$ cat src/sv/sfcp_pkg.sv
// Shared types and constants for the sensor frame checksum parser.
// No dependencies; compile first.
package sfcp_pkg;

    localparam int unsigned FRAME_LEN  = 11;
    localparam logic [3:0]  CHECK_POS  = 4'(FRAME_LEN - 1);
    localparam int unsigned HEADER_LEN = 4;

    localparam logic [7:0] HEADER_BYTES [0:HEADER_LEN-1] = '{8'h55, 8'h0A, 8'h85, 8'h01};

    localparam logic [3:0] COND_HI_POS = 4'd4;
    localparam logic [3:0] COND_LO_POS = 4'd5;
    localparam logic [3:0] TEMP_HI_POS = 4'd6;
    localparam logic [3:0] TEMP_LO_POS = 4'd7;

    // x / 10 == (x * 0xCCCD) >> 19 for every 16-bit x
    localparam logic [15:0] DIV10_MULT  = 16'hCCCD;
    localparam int unsigned DIV10_SHIFT = 19;

    localparam int unsigned TEMP_W = 16;
    localparam int unsigned COND_W = 13;
    localparam int unsigned TDS_W  = 12;

    // One closed frame, handed from the front to the back
    typedef struct packed {
        logic        header_match;
        logic        sum_match;
        logic [15:0] cond_raw;
        logic [15:0] temp_raw;
    } frame_rec_t;

endpackage

$ cat src/sv/sfcp_if.sv
// Handshake channels of the sensor frame checksum parser: byte input, result output.
// Depends on nothing; compile after sfcp_pkg.
interface sfcp_byte_if;
    logic       valid;
    logic       ready;
    logic [7:0] rx_byte;

    modport source (output valid, output rx_byte, input ready);
    modport sink   (input valid, input rx_byte, output ready);
endinterface

interface sfcp_result_if;
    logic        valid;
    logic        ready;
    logic        frame_ok;
    logic        header_match;
    logic [15:0] temp_tenths;
    logic [12:0] conductivity;
    logic [11:0] tds_ppm;

    modport source (output valid, output frame_ok, output header_match,
                    output temp_tenths, output conductivity, output tds_ppm,
                    input ready);
    modport sink   (input valid, input frame_ok, input header_match,
                    input temp_tenths, input conductivity, input tds_ppm,
                    output ready);
endinterface

$ cat src/sv/sensor_frame_checksum_parser.sv
// A result turns valid once the eleventh byte of its frame has been accepted and its
// record has passed into the queue and then into the output register.
// Throughput: one byte per cycle, one result per 11-byte frame; the front stalls only
// when the frame queue is full on a closing byte, set by the output register drain rate.
// Reset (rst_n, async, active low): framing restarts at byte 0, held values clear to 0,
// queue and output register empty. No clearing pass; items accepted right after reset.
module sensor_frame_checksum_parser
    import sfcp_pkg::*;
#(
    parameter int QUEUE_DEPTH = 2
)
(
    input  logic          clk,
    input  logic          rst_n,
    sfcp_byte_if.sink     rx,
    sfcp_result_if.source res
);

    // Front side: framing, header compare, running sum and word capture
    // run per byte; a closed frame becomes one record in the queue.
    logic       push_valid;
    logic       push_ready;
    frame_rec_t push_rec;

    // Back side: divide and hold update run once per frame, so the
    // front keeps taking bytes while a result waits at the output.
    logic       pop_valid;
    logic       pop_ready;
    frame_rec_t pop_rec;

    sfcp_front u_front (
        .clk        (clk),
        .rst_n      (rst_n),
        .rx         (rx),
        .push_valid (push_valid),
        .push_ready (push_ready),
        .push_rec   (push_rec)
    );

    // Hold closed frames so the front waits on a slow result sink only
    // once the queue is full
    sfcp_fifo #(
        .DEPTH (QUEUE_DEPTH)
    ) u_fifo (
        .clk        (clk),
        .rst_n      (rst_n),
        .push_valid (push_valid),
        .push_ready (push_ready),
        .push_rec   (push_rec),
        .pop_valid  (pop_valid),
        .pop_ready  (pop_ready),
        .pop_rec    (pop_rec)
    );

    // Update held temperature, conductivity and dissolved solids on a good
    // frame; report every frame with the held values and status flags.
    sfcp_back u_back (
        .clk       (clk),
        .rst_n     (rst_n),
        .pop_valid (pop_valid),
        .pop_ready (pop_ready),
        .pop_rec   (pop_rec),
        .res       (res)
    );

endmodule

$ cat src/sv/sfcp_front.sv
// Front end: counts bytes into frames, checks header and sum, captures words.
// Depends on sfcp_pkg and sfcp_byte_if.
module sfcp_front
    import sfcp_pkg::*;
(
    input  logic        clk,
    input  logic        rst_n,
    sfcp_byte_if.sink   rx,
    output logic        push_valid,
    input  logic        push_ready,
    output frame_rec_t  push_rec
);

    logic [3:0]  pos_reg,    pos_next;
    logic [7:0]  sum_reg,    sum_next;
    logic        hdr_reg,    hdr_next;
    logic [15:0] cond_reg,   cond_next;
    logic [15:0] temp_reg,   temp_next;

    logic        at_check;
    logic        accept;

    assign at_check = (pos_reg >= CHECK_POS);
    assign rx.ready = !at_check || push_ready;
    assign accept   = rx.valid && rx.ready;

    assign push_valid            = rx.valid && at_check;
    assign push_rec.header_match = hdr_reg;
    assign push_rec.sum_match    = (sum_reg == rx.rx_byte);
    assign push_rec.cond_raw     = cond_reg;
    assign push_rec.temp_raw     = temp_reg;

    always_comb
    begin
        pos_next  = pos_reg;
        sum_next  = sum_reg;
        hdr_next  = hdr_reg;
        cond_next = cond_reg;
        temp_next = temp_reg;
        if (accept)
        begin
            if (at_check)
            begin
                // close the frame
                pos_next = '0;
                sum_next = '0;
                hdr_next = 1'b1;
            end
            else
            begin
                if (pos_reg < 4'(HEADER_LEN) && rx.rx_byte != HEADER_BYTES[pos_reg[1:0]])
                begin
                    hdr_next = 1'b0;
                end
                sum_next = sum_reg + rx.rx_byte;
                pos_next = pos_reg + 4'd1;
                case (pos_reg)
                    COND_HI_POS: cond_next = {rx.rx_byte, cond_reg[7:0]};
                    COND_LO_POS: cond_next = {cond_reg[15:8], rx.rx_byte};
                    TEMP_HI_POS: temp_next = {rx.rx_byte, temp_reg[7:0]};
                    TEMP_LO_POS: temp_next = {temp_reg[15:8], rx.rx_byte};
                    default: ;
                endcase
            end
        end
    end

    always_ff @(posedge clk or negedge rst_n)
    begin
        if (!rst_n)
        begin
            pos_reg  <= '0;
            sum_reg  <= '0;
            hdr_reg  <= 1'b1;
            cond_reg <= '0;
            temp_reg <= '0;
        end
        else
        begin
            pos_reg  <= pos_next;
            sum_reg  <= sum_next;
            hdr_reg  <= hdr_next;
            cond_reg <= cond_next;
            temp_reg <= temp_next;
        end
    end

`ifndef SYNTHESIS
    a_pos_range: assert property (@(posedge clk) disable iff (!rst_n)
        pos_reg <= CHECK_POS)
        else $error("frame position out of range");

    a_frame_restart: assert property (@(posedge clk) disable iff (!rst_n)
        (accept && at_check) |=> (pos_reg == 4'd0 && sum_reg == 8'd0 && hdr_reg))
        else $error("frame state not restarted after closing byte");
`endif

endmodule

$ cat src/sv/sfcp_fifo.sv
// Short queue of closed frame records between front and back.
// Depends on sfcp_pkg.
module sfcp_fifo
    import sfcp_pkg::*;
#(
    parameter int DEPTH = 2
)
(
    input  logic        clk,
    input  logic        rst_n,
    input  logic        push_valid,
    output logic        push_ready,
    input  frame_rec_t  push_rec,
    output logic        pop_valid,
    input  logic        pop_ready,
    output frame_rec_t  pop_rec
);

    localparam int PTR_W = (DEPTH > 1) ? $clog2(DEPTH) : 1;
    localparam int CNT_W = $clog2(DEPTH + 1);

    frame_rec_t         mem [0:DEPTH-1];
    logic [PTR_W-1:0]   wr_ptr_reg, wr_ptr_next;
    logic [PTR_W-1:0]   rd_ptr_reg, rd_ptr_next;
    logic [CNT_W-1:0]   count_reg,  count_next;
    logic               do_push, do_pop;

    assign push_ready = (count_reg != CNT_W'(DEPTH));
    assign pop_valid  = (count_reg != '0);
    assign pop_rec    = mem[rd_ptr_reg];
    assign do_push    = push_valid && push_ready;
    assign do_pop     = pop_valid && pop_ready;

    always_comb
    begin
        wr_ptr_next = wr_ptr_reg;
        rd_ptr_next = rd_ptr_reg;
        count_next  = count_reg;
        if (do_push)
        begin
            wr_ptr_next = (wr_ptr_reg == PTR_W'(DEPTH - 1)) ? '0 : wr_ptr_reg + 1'b1;
        end
        if (do_pop)
        begin
            rd_ptr_next = (rd_ptr_reg == PTR_W'(DEPTH - 1)) ? '0 : rd_ptr_reg + 1'b1;
        end
        if (do_push && !do_pop)
        begin
            count_next = count_reg + 1'b1;
        end
        else if (do_pop && !do_push)
        begin
            count_next = count_reg - 1'b1;
        end
    end

    always_ff @(posedge clk)
    begin
        if (do_push)
        begin
            mem[wr_ptr_reg] <= push_rec;
        end
    end

    always_ff @(posedge clk or negedge rst_n)
    begin
        if (!rst_n)
        begin
            wr_ptr_reg <= '0;
            rd_ptr_reg <= '0;
            count_reg  <= '0;
        end
        else
        begin
            wr_ptr_reg <= wr_ptr_next;
            rd_ptr_reg <= rd_ptr_next;
            count_reg  <= count_next;
        end
    end

`ifndef SYNTHESIS
    a_count_bound: assert property (@(posedge clk) disable iff (!rst_n)
        count_reg <= CNT_W'(DEPTH))
        else $error("queue count above depth");
`endif

endmodule

$ cat src/sv/sfcp_back.sv
// Back end: applies a closed frame to the held values and registers the result.
// Depends on sfcp_pkg and sfcp_result_if.
module sfcp_back
    import sfcp_pkg::*;
(
    input  logic          clk,
    input  logic          rst_n,
    input  logic          pop_valid,
    output logic          pop_ready,
    input  frame_rec_t    pop_rec,
    sfcp_result_if.source res
);

    logic               valid_reg,  valid_next;
    logic               ok_reg,     ok_next;
    logic               hdr_reg,    hdr_next;
    logic [TEMP_W-1:0]  temp_reg,   temp_next;
    logic [COND_W-1:0]  cond_reg,   cond_next;
    logic [TDS_W-1:0]   tds_reg,    tds_next;

    logic [31:0]        div_prod;
    logic [COND_W-1:0]  cond_div;
    logic               frame_ok;
    logic               do_pop;

    assign pop_ready = !valid_reg || res.ready;
    assign do_pop    = pop_valid && pop_ready;
    assign frame_ok  = pop_rec.header_match && pop_rec.sum_match;

    // conductivity word / 10 by reciprocal multiply
    assign div_prod = pop_rec.cond_raw * DIV10_MULT;
    assign cond_div = div_prod[DIV10_SHIFT +: COND_W];

    always_comb
    begin
        valid_next = valid_reg;
        ok_next    = ok_reg;
        hdr_next   = hdr_reg;
        temp_next  = temp_reg;
        cond_next  = cond_reg;
        tds_next   = tds_reg;
        if (res.valid && res.ready)
        begin
            valid_next = 1'b0;
        end
        if (do_pop)
        begin
            valid_next = 1'b1;
            ok_next    = frame_ok;
            hdr_next   = pop_rec.header_match;
            if (frame_ok)
            begin
                temp_next = pop_rec.temp_raw;
                cond_next = cond_div;
                tds_next  = cond_div[COND_W-1:1];
            end
        end
    end

    always_ff @(posedge clk or negedge rst_n)
    begin
        if (!rst_n)
        begin
            valid_reg <= 1'b0;
            ok_reg    <= 1'b0;
            hdr_reg   <= 1'b0;
            temp_reg  <= '0;
            cond_reg  <= '0;
            tds_reg   <= '0;
        end
        else
        begin
            valid_reg <= valid_next;
            ok_reg    <= ok_next;
            hdr_reg   <= hdr_next;
            temp_reg  <= temp_next;
            cond_reg  <= cond_next;
            tds_reg   <= tds_next;
        end
    end

    assign res.valid        = valid_reg;
    assign res.frame_ok     = ok_reg;
    assign res.header_match = hdr_reg;
    assign res.temp_tenths  = temp_reg;
    assign res.conductivity = cond_reg;
    assign res.tds_ppm      = tds_reg;

`ifndef SYNTHESIS
    a_ok_needs_hdr: assert property (@(posedge clk) disable iff (!rst_n)
        ok_reg |-> hdr_reg)
        else $error("frame_ok set without header match");

    a_tds_half: assert property (@(posedge clk) disable iff (!rst_n)
        tds_reg == cond_reg[COND_W-1:1])
        else $error("held tds does not track held conductivity");

    a_held_stable: assert property (@(posedge clk) disable iff (!rst_n)
        (do_pop && !frame_ok) |=> $stable(temp_reg) && $stable(cond_reg))
        else $error("held values changed on a failed frame");
`endif

endmodule
$ cat src/flat_wrapper.sv
// flat-port wrapper written by rule: the top's interface ports become plain ports
module sensor_frame_checksum_parser_flat import sfcp_pkg::*;
#(
    parameter int QUEUE_DEPTH = 2
)
  (clk, rst_n, rx_valid, rx_rx_byte, rx_ready, res_valid, res_frame_ok, res_header_match, res_temp_tenths, res_conductivity, res_tds_ppm, res_ready);
  sfcp_byte_if rx_i ();
  sfcp_result_if res_i ();
  input  logic clk;
  input  logic rst_n;
  input wire logic [$bits(rx_i.valid)-1:0] rx_valid;
  input wire logic [$bits(rx_i.rx_byte)-1:0] rx_rx_byte;
  output wire logic [$bits(rx_i.ready)-1:0] rx_ready;
  output wire logic [$bits(res_i.valid)-1:0] res_valid;
  output wire logic [$bits(res_i.frame_ok)-1:0] res_frame_ok;
  output wire logic [$bits(res_i.header_match)-1:0] res_header_match;
  output wire logic [$bits(res_i.temp_tenths)-1:0] res_temp_tenths;
  output wire logic [$bits(res_i.conductivity)-1:0] res_conductivity;
  output wire logic [$bits(res_i.tds_ppm)-1:0] res_tds_ppm;
  input wire logic [$bits(res_i.ready)-1:0] res_ready;
  assign rx_i.valid = rx_valid;
  assign rx_i.rx_byte = rx_rx_byte;
  assign rx_ready = rx_i.ready;
  assign res_valid = res_i.valid;
  assign res_frame_ok = res_i.frame_ok;
  assign res_header_match = res_i.header_match;
  assign res_temp_tenths = res_i.temp_tenths;
  assign res_conductivity = res_i.conductivity;
  assign res_tds_ppm = res_i.tds_ppm;
  assign res_i.ready = res_ready;
  sensor_frame_checksum_parser #(.QUEUE_DEPTH(QUEUE_DEPTH)) u_core (.clk(clk), .rst_n(rst_n), .rx(rx_i), .res(res_i));
endmodule
$ cat config.mk
export PLATFORM = sky130hd
export DESIGN_NAME = sensor_frame_checksum_parser_flat
export DESIGN_NICKNAME = d
export VERILOG_FILES = /design/src/sv/sfcp_pkg.sv /design/src/sv/sfcp_if.sv /design/src/sv/sensor_frame_checksum_parser.sv /design/src/sv/sfcp_front.sv /design/src/sv/sfcp_fifo.sv /design/src/sv/sfcp_back.sv /design/src/flat_wrapper.sv
export SDC_FILE = /design/constraint.sdc
export NUM_CORES = 1
export LEC_CHECK = 0
export CAP_MARGIN = 20
export CORE_ASPECT_RATIO = 1.2
export CORE_MARGIN = 1
export CORE_UTILIZATION = 34
export CTS_CLUSTER_SIZE = 40
export DETAILED_ROUTE_END_ITERATION = 7
export DONT_BUFFER_PORTS = 1
export SETUP_SLACK_MARGIN = 0.05
export SLEW_MARGIN = 10
export SYNTH_ARGS = -nofsm -noshare
export SYNTH_HDL_FRONTEND = slang
export SYNTH_SLANG_ARGS = --single-unit
$ cat constraint.sdc
create_clock -name clk -period 6.6 [get_ports clk]
set_input_delay 1.98 -clock clk [delete_from_list [all_inputs] [get_ports clk]]
set_output_delay 1.98 -clock clk [all_outputs]
set_load 0.1 [all_outputs]
## Word-level counts from Yosys, hierarchy flattened

Memory sizes are Yosys's and may differ from the RTL's.
Index checks and enable logic that the tools add are counted.

- Register bits: 93
- Bits in writable memories: 68
- Input port bits: 12
- Output and inout port bits: 45
- Logic and storage cells: 82
- Memories kept: 1

Memory list:

| memory | depth | bits a word | rd ports | clocked after memory_dff | wr ports | RTL line | text |
|---|---|---|---|---|---|---|---|
| u_core.u_fifo.mem | 2 | 34 | 1 | 0 | 1 | sfcp_fifo.sv:22 | `frame_rec_t mem [0:DEPTH-1];` |

- Add/sub/neg operators: 6
- $mul: 1
- Magnitude comparators: 3
- Equality and inequality tests: 7
- Mux-type cells: 17
- Bitwise operators: 6
- Reduce and logical (&&, ||, !) cells: 25

Operator list:

| operator | number |
|---|---|
| $pmux W16 S2 | 2 |
| $mul A16 B16 Y32 const B | 1 |
| $mux W8 | 3 |
| $bmux W8 S2 | 1 |
| $eq A4 B3 Y1 const B | 4 |
| $reduce_and A4 Y1 | 4 |
| $logic_and A1 B1 Y1 | 9 |
| $add A8 B8 Y8 | 1 |
| $eq A8 B8 Y1 | 1 |
| $mux W1 | 8 |
| $ne A8 B8 Y1 | 1 |
| $reduce_bool A2 Y1 | 4 |
| $not A1 Y1 | 5 |
| $add A4 B1 Y4 const B | 1 |
| $ge A4 B4 Y1 const B | 1 |
| $logic_not A1 Y1 | 4 |
| $lt A4 B3 Y1 const B | 1 |
| $mux W2 | 2 |
| $mux W4 | 1 |
| $reduce_and A2 Y1 | 2 |
| $ge A3 B3 Y1 const B | 1 |
| $not A2 Y3 | 1 |
| $add A1 B1 Y1 const B | 2 |
| $add A2 B1 Y2 const B | 1 |
| other kinds (3) | 4 |

## Longest topological paths before layout

- Depth after elaboration: 8
- Depth in mapped cells: 24
- Gate-level depth less buffers: 22

## By module

Synthesis repeated with hierarchy kept, for this count alone.

- Cells, all modules: 990
- Area total of the unflattened synthesis: 11,219.5 um^2

By module, submodules not included:

| module | instances | cells each | area each (um^2) | seq. area each (um^2) |
|---|---|---|---|---|
| sfcp_back | 1 | 667 | 6,148.4 | 800.8 |
| sfcp_fifo | 1 | 124 | 2,798.9 | 2,142.1 |
| sfcp_front | 1 | 199 | 2,272.2 | 1,127.3 |

## Least setup slack after synthesis

Ideal clock, no wire load.

- Path kind: reg2reg
- From: register u_core.u_fifo.rd_ptr_reg
- To: register u_core.u_back.cond_reg[8] (netlist: u_core.u_back.res.conductivity[8])
- Setup time: 104 ps
- Data arrival time: 6,260 ps
- Data required time: 6,496 ps
- Slack: 236 ps
- Stages on the path, launching flop included: 24
- Buffers on the path: 3
- Period minus slack after synthesis: 6,364 ps
- Path through: dfrtp_1 -> buf_6 -> buf_2 -> buf_1 -> mux2i_1 -> inv_1 -> ha_1 -> ha_1 -> inv_1 -> fa_1 -> inv_1 -> fa_1 -> fa_1 -> inv_1 -> fa_1 -> inv_1 -> ha_1 -> a21o_1 -> a221oi_1 -> o21a_1 -> o21ai_1 -> a41o_1 -> a2111o_1 -> o311ai_1

- Cells in the longest elaborated chain, start to end: 3
- Elaborated cells between the ends (all ways): 4
- Those cells by class: 1 x mul; 2 x reduce/logical; 1 x memory

Ends and longest elaborated chain:

| element | RTL line | text |
|---|---|---|
| start: declaration | sfcp_fifo.sv:24 | `logic [PTR_W-1:0] rd_ptr_reg, rd_ptr_next;` |
| start signal: assignment | sfcp_fifo.sv:76 | `rd_ptr_reg <= rd_ptr_next;` |
| $mem_v2 Z2 W34 * | -- |  |
| branches (longest 2 deep; another with $mul A16 B16 Y32) | -- |  |
| end signal: assignment | sfcp_back.sv:77 | `cond_reg <= cond_next;` |
| end: declaration | sfcp_back.sv:18 | `logic [COND_W-1:0] cond_reg, cond_next;` |

Mark *: on every way between the ends.
A chain may end at the register's enable or synchronous reset.

## Worst setup path in the final report

Same ends and word-level chain as after synthesis.

==> metrics.txt <==
clk_skew=7.02 ps; DP Cell Count=between 1000 and 1500; Initial Utilization=between 30% and 40%; WP buf/inv=5; cell taking the most area after synthesis=edfxtp_1; CP endpoint kind=flip-flop; max-cap viol count=0; Area growth, synth to finish=9.60%; register area share after synthesis=37.5%; CP endpoint=u_core.u_back.res.conductivity[8]; Rel. slew slack=31.4%; detailed-route DRC error count=0; met1 WL=9.44 mm; period utilization=~95%; flip-flop count of the largest register after layout=68; clock root buffer=clkbuf_16; most frequent cells in the layout=183 x inv_1, 144 x ha_1, 79 x fa_1, 68 x edfxtp_1, 67 x dfrtp_1; CTS clk-pin slew, worst paths=approximately 60 ps; Max Clock Freq=160 MHz; Top Layer Used=met4; Clock Sinks=149; Area contributors post-synth=edfxtp_1 19%, dfrtp_1 18%, ha_1 17%, fa_1 15%, inv_1 6.3%; H-Tree Depth=4; top-area cell type share of the netlist area=between 10% and 20%; core area=0.0314 sq mm; slowest cell on the critical path=fa_1; Crit Path Max Fanout=10; Via density=4.80; Max stage delay on crit path=roughly 560 ps; final core utilization=between 30% and 40%; CP cell instances=buf_4 -> mux2_2 -> ha_1 -> xor2_1 -> ha_1 -> fa_1 -> inv_1 -> fa_1 -> inv_1 -> fa_1 -> inv_1 -> fa_1 -> inv_1 -> ha_1 -> a21o_1 -> a21o_1 -> a31oi_1 -> o21ai_1 -> a41o_1 -> a2111o_1 -> o311ai_1; DR WL met2=11.9 mm; post-route setup TNS=0 ps; vias in the first global route=6953; Yosys cell types=63; die area=0.0326 sq mm; largest net degree at the start of global routing=82; ys async rst share=54.4%; DRT iter0 DRCs=about 280; IO Pins=57; Critical Path AT=6570 ps; first-pass iteration count of the detailed router=5; Nets=around 1200; unrepaired setup endpoints after global routing=no; Chip Height=198 microns; outcome=finished, final reports clean; CTS Hold Bufs=0; main flop type after synthesis=dfrtp_1; HPWL after DPL=18.4 mm; Worst-Skew Late Latency=410 ps; final hold violation count=0; # diodes=0; GRT overflow=0; ANT nets after route=0; final hold slack=464 ps; R2R setup slack=340 ps; syn_nets=1198; total number of vias=6598; Layout Cells excl Fill=1376; final wirelength=22.5 mm; Core Rows=71; initial antenna violation count=0; Mapped Area=between 0.01 and 0.015 sq mm; # setup viols final=0; delay-heaviest family, CP=adder cells; Seq cells post-synth=149; r2r endpoint=u_core.u_back.res.conductivity[8]; maximum root-to-sink buffer count=2; EDFF count, synth=68; worst-margin pin slew=1030 ps; CP startpoint kind=flip-flop; reg2reg start=u_core.u_fifo.rd_ptr_reg; reg2reg path depth=21; worst hold path class=flip-flop to flip-flop; number of cells on the critical path=21; share of cells above drive strength 1=11.1%; first-pass GRT wire length=36.3 mm; # port buffers=0; Yosys Warn Count=0; Worst Path Required=6910 ps; CTS tree=built; Num CTS Buffers=17; routability congestion estimate from global placement=0.891; syn avg cell area=11.3 sq um; die width=165 microns; most common cell after layout, fill and taps aside=inv_1; Total GRT Usage=14.8%; pins over their slew limit=0; crit path time final=about 6300 ps; post-synthesis cell count=963; Top reg by flops=u_core.u_fifo.mem; critical path class=flip-flop to flip-flop; DR WL met3=between 500 and 600 microns; wire per inst=16.4 microns; CP startpoint=u_core.u_fifo.rd_ptr_reg
[stage by stage]
stage / instance area [sq um] / setup WS [ps]
finish: 11900 / 336
global placement: 11300 / 265
CTS: 11800 / 181
global route: 11900 / 41.7
floorplan: 10800 / 236
detailed placement: 11300 / 185
[metal layers]
metal,vias up,track usage [%]
met4,0,5.84
li1,3239,-
met1,3241,17.3
met2,86,26.7
met5,-,0
met3,32,2.33
[cells by family after synthesis]
| family | synth area share (%) |
|---|---|
| AO/OA/AOI/OAI | 8.09 |
| XOR/XNOR | 2.50 |
| adder cells (fa/ha/maj) | 31.2 |
| buffers and inverters | 7.99 |
| flip-flops | 37.5 |
| multiplexers | 6.44 |
| AND/OR/NAND/NOR | 6.26 |
[how the worst min path moves through the flow]
stage                                           start                  endpoint  slack [ps]  cells past startpoint
after CTS                  u_core.u_front.temp_reg[9]   u_core.u_fifo.mem[0][9]         460                      0
after global placement    u_core.u_front.cond_reg[13]  u_core.u_fifo.mem[1][29]         440                      0
after floorplan            u_core.u_front.cond_reg[8]  u_core.u_fifo.mem[0][24]         440                      0
after global routing      u_core.u_front.temp_reg[13]  u_core.u_fifo.mem[1][13]         480                      0
final                      u_core.u_front.cond_reg[7]  u_core.u_fifo.mem[1][23]         460                      0
after detailed placement  u_core.u_front.cond_reg[11]  u_core.u_fifo.mem[1][27]         450                      0
[layout make-up]
class	instances	area (sq um)
clock inverters	9	73.8
clock buffers	23	500
inverters	183	687
multi-input cells	598	5940
well taps	401	502
fillers	3033	19500
flip-flops and latches	149	4090
repair buffers	13	97.6
[what timing repair did]
item                                    4_1_cts  5_1_grt
endpoints found under the setup margin        0        6
gates resized for setup                       0        6
buffers inserted                              0        3
[synthesized netlist by cell type, types with 2 or more instances]
cell type,instances
nor2b_1,4
o21ai_1,9
and3_1,6
o31ai_1,3
nor3b_2,2
nand2b_1,2
nor2_1,19
a311oi_1,2
fa_1,79
xnor2_1,19
buf_4,12
inv_1,183
nand4_1,4
clkbuf_1,16
nor4_1,6
nor3b_1,2
o21bai_1,5
a221oi_1,2
dfrtp_1,80
nor3_1,6
o2111ai_1,2
buf_2,3
a211oi_1,2
a31oi_1,4
xor2_1,12
and2_1,4
o31a_1,3
o21a_1,2
nand3_1,14
mux2_2,38
mux2i_1,27
a21o_1,16
edfxtp_1,68
or2_2,2
nand2_1,62
ha_1,144
a21oi_1,32
o311ai_1,3
o21ai_0,40
Power is not shown: default switching activity piles up to over one toggle a cycle in this logic, so the estimate is an artifact.
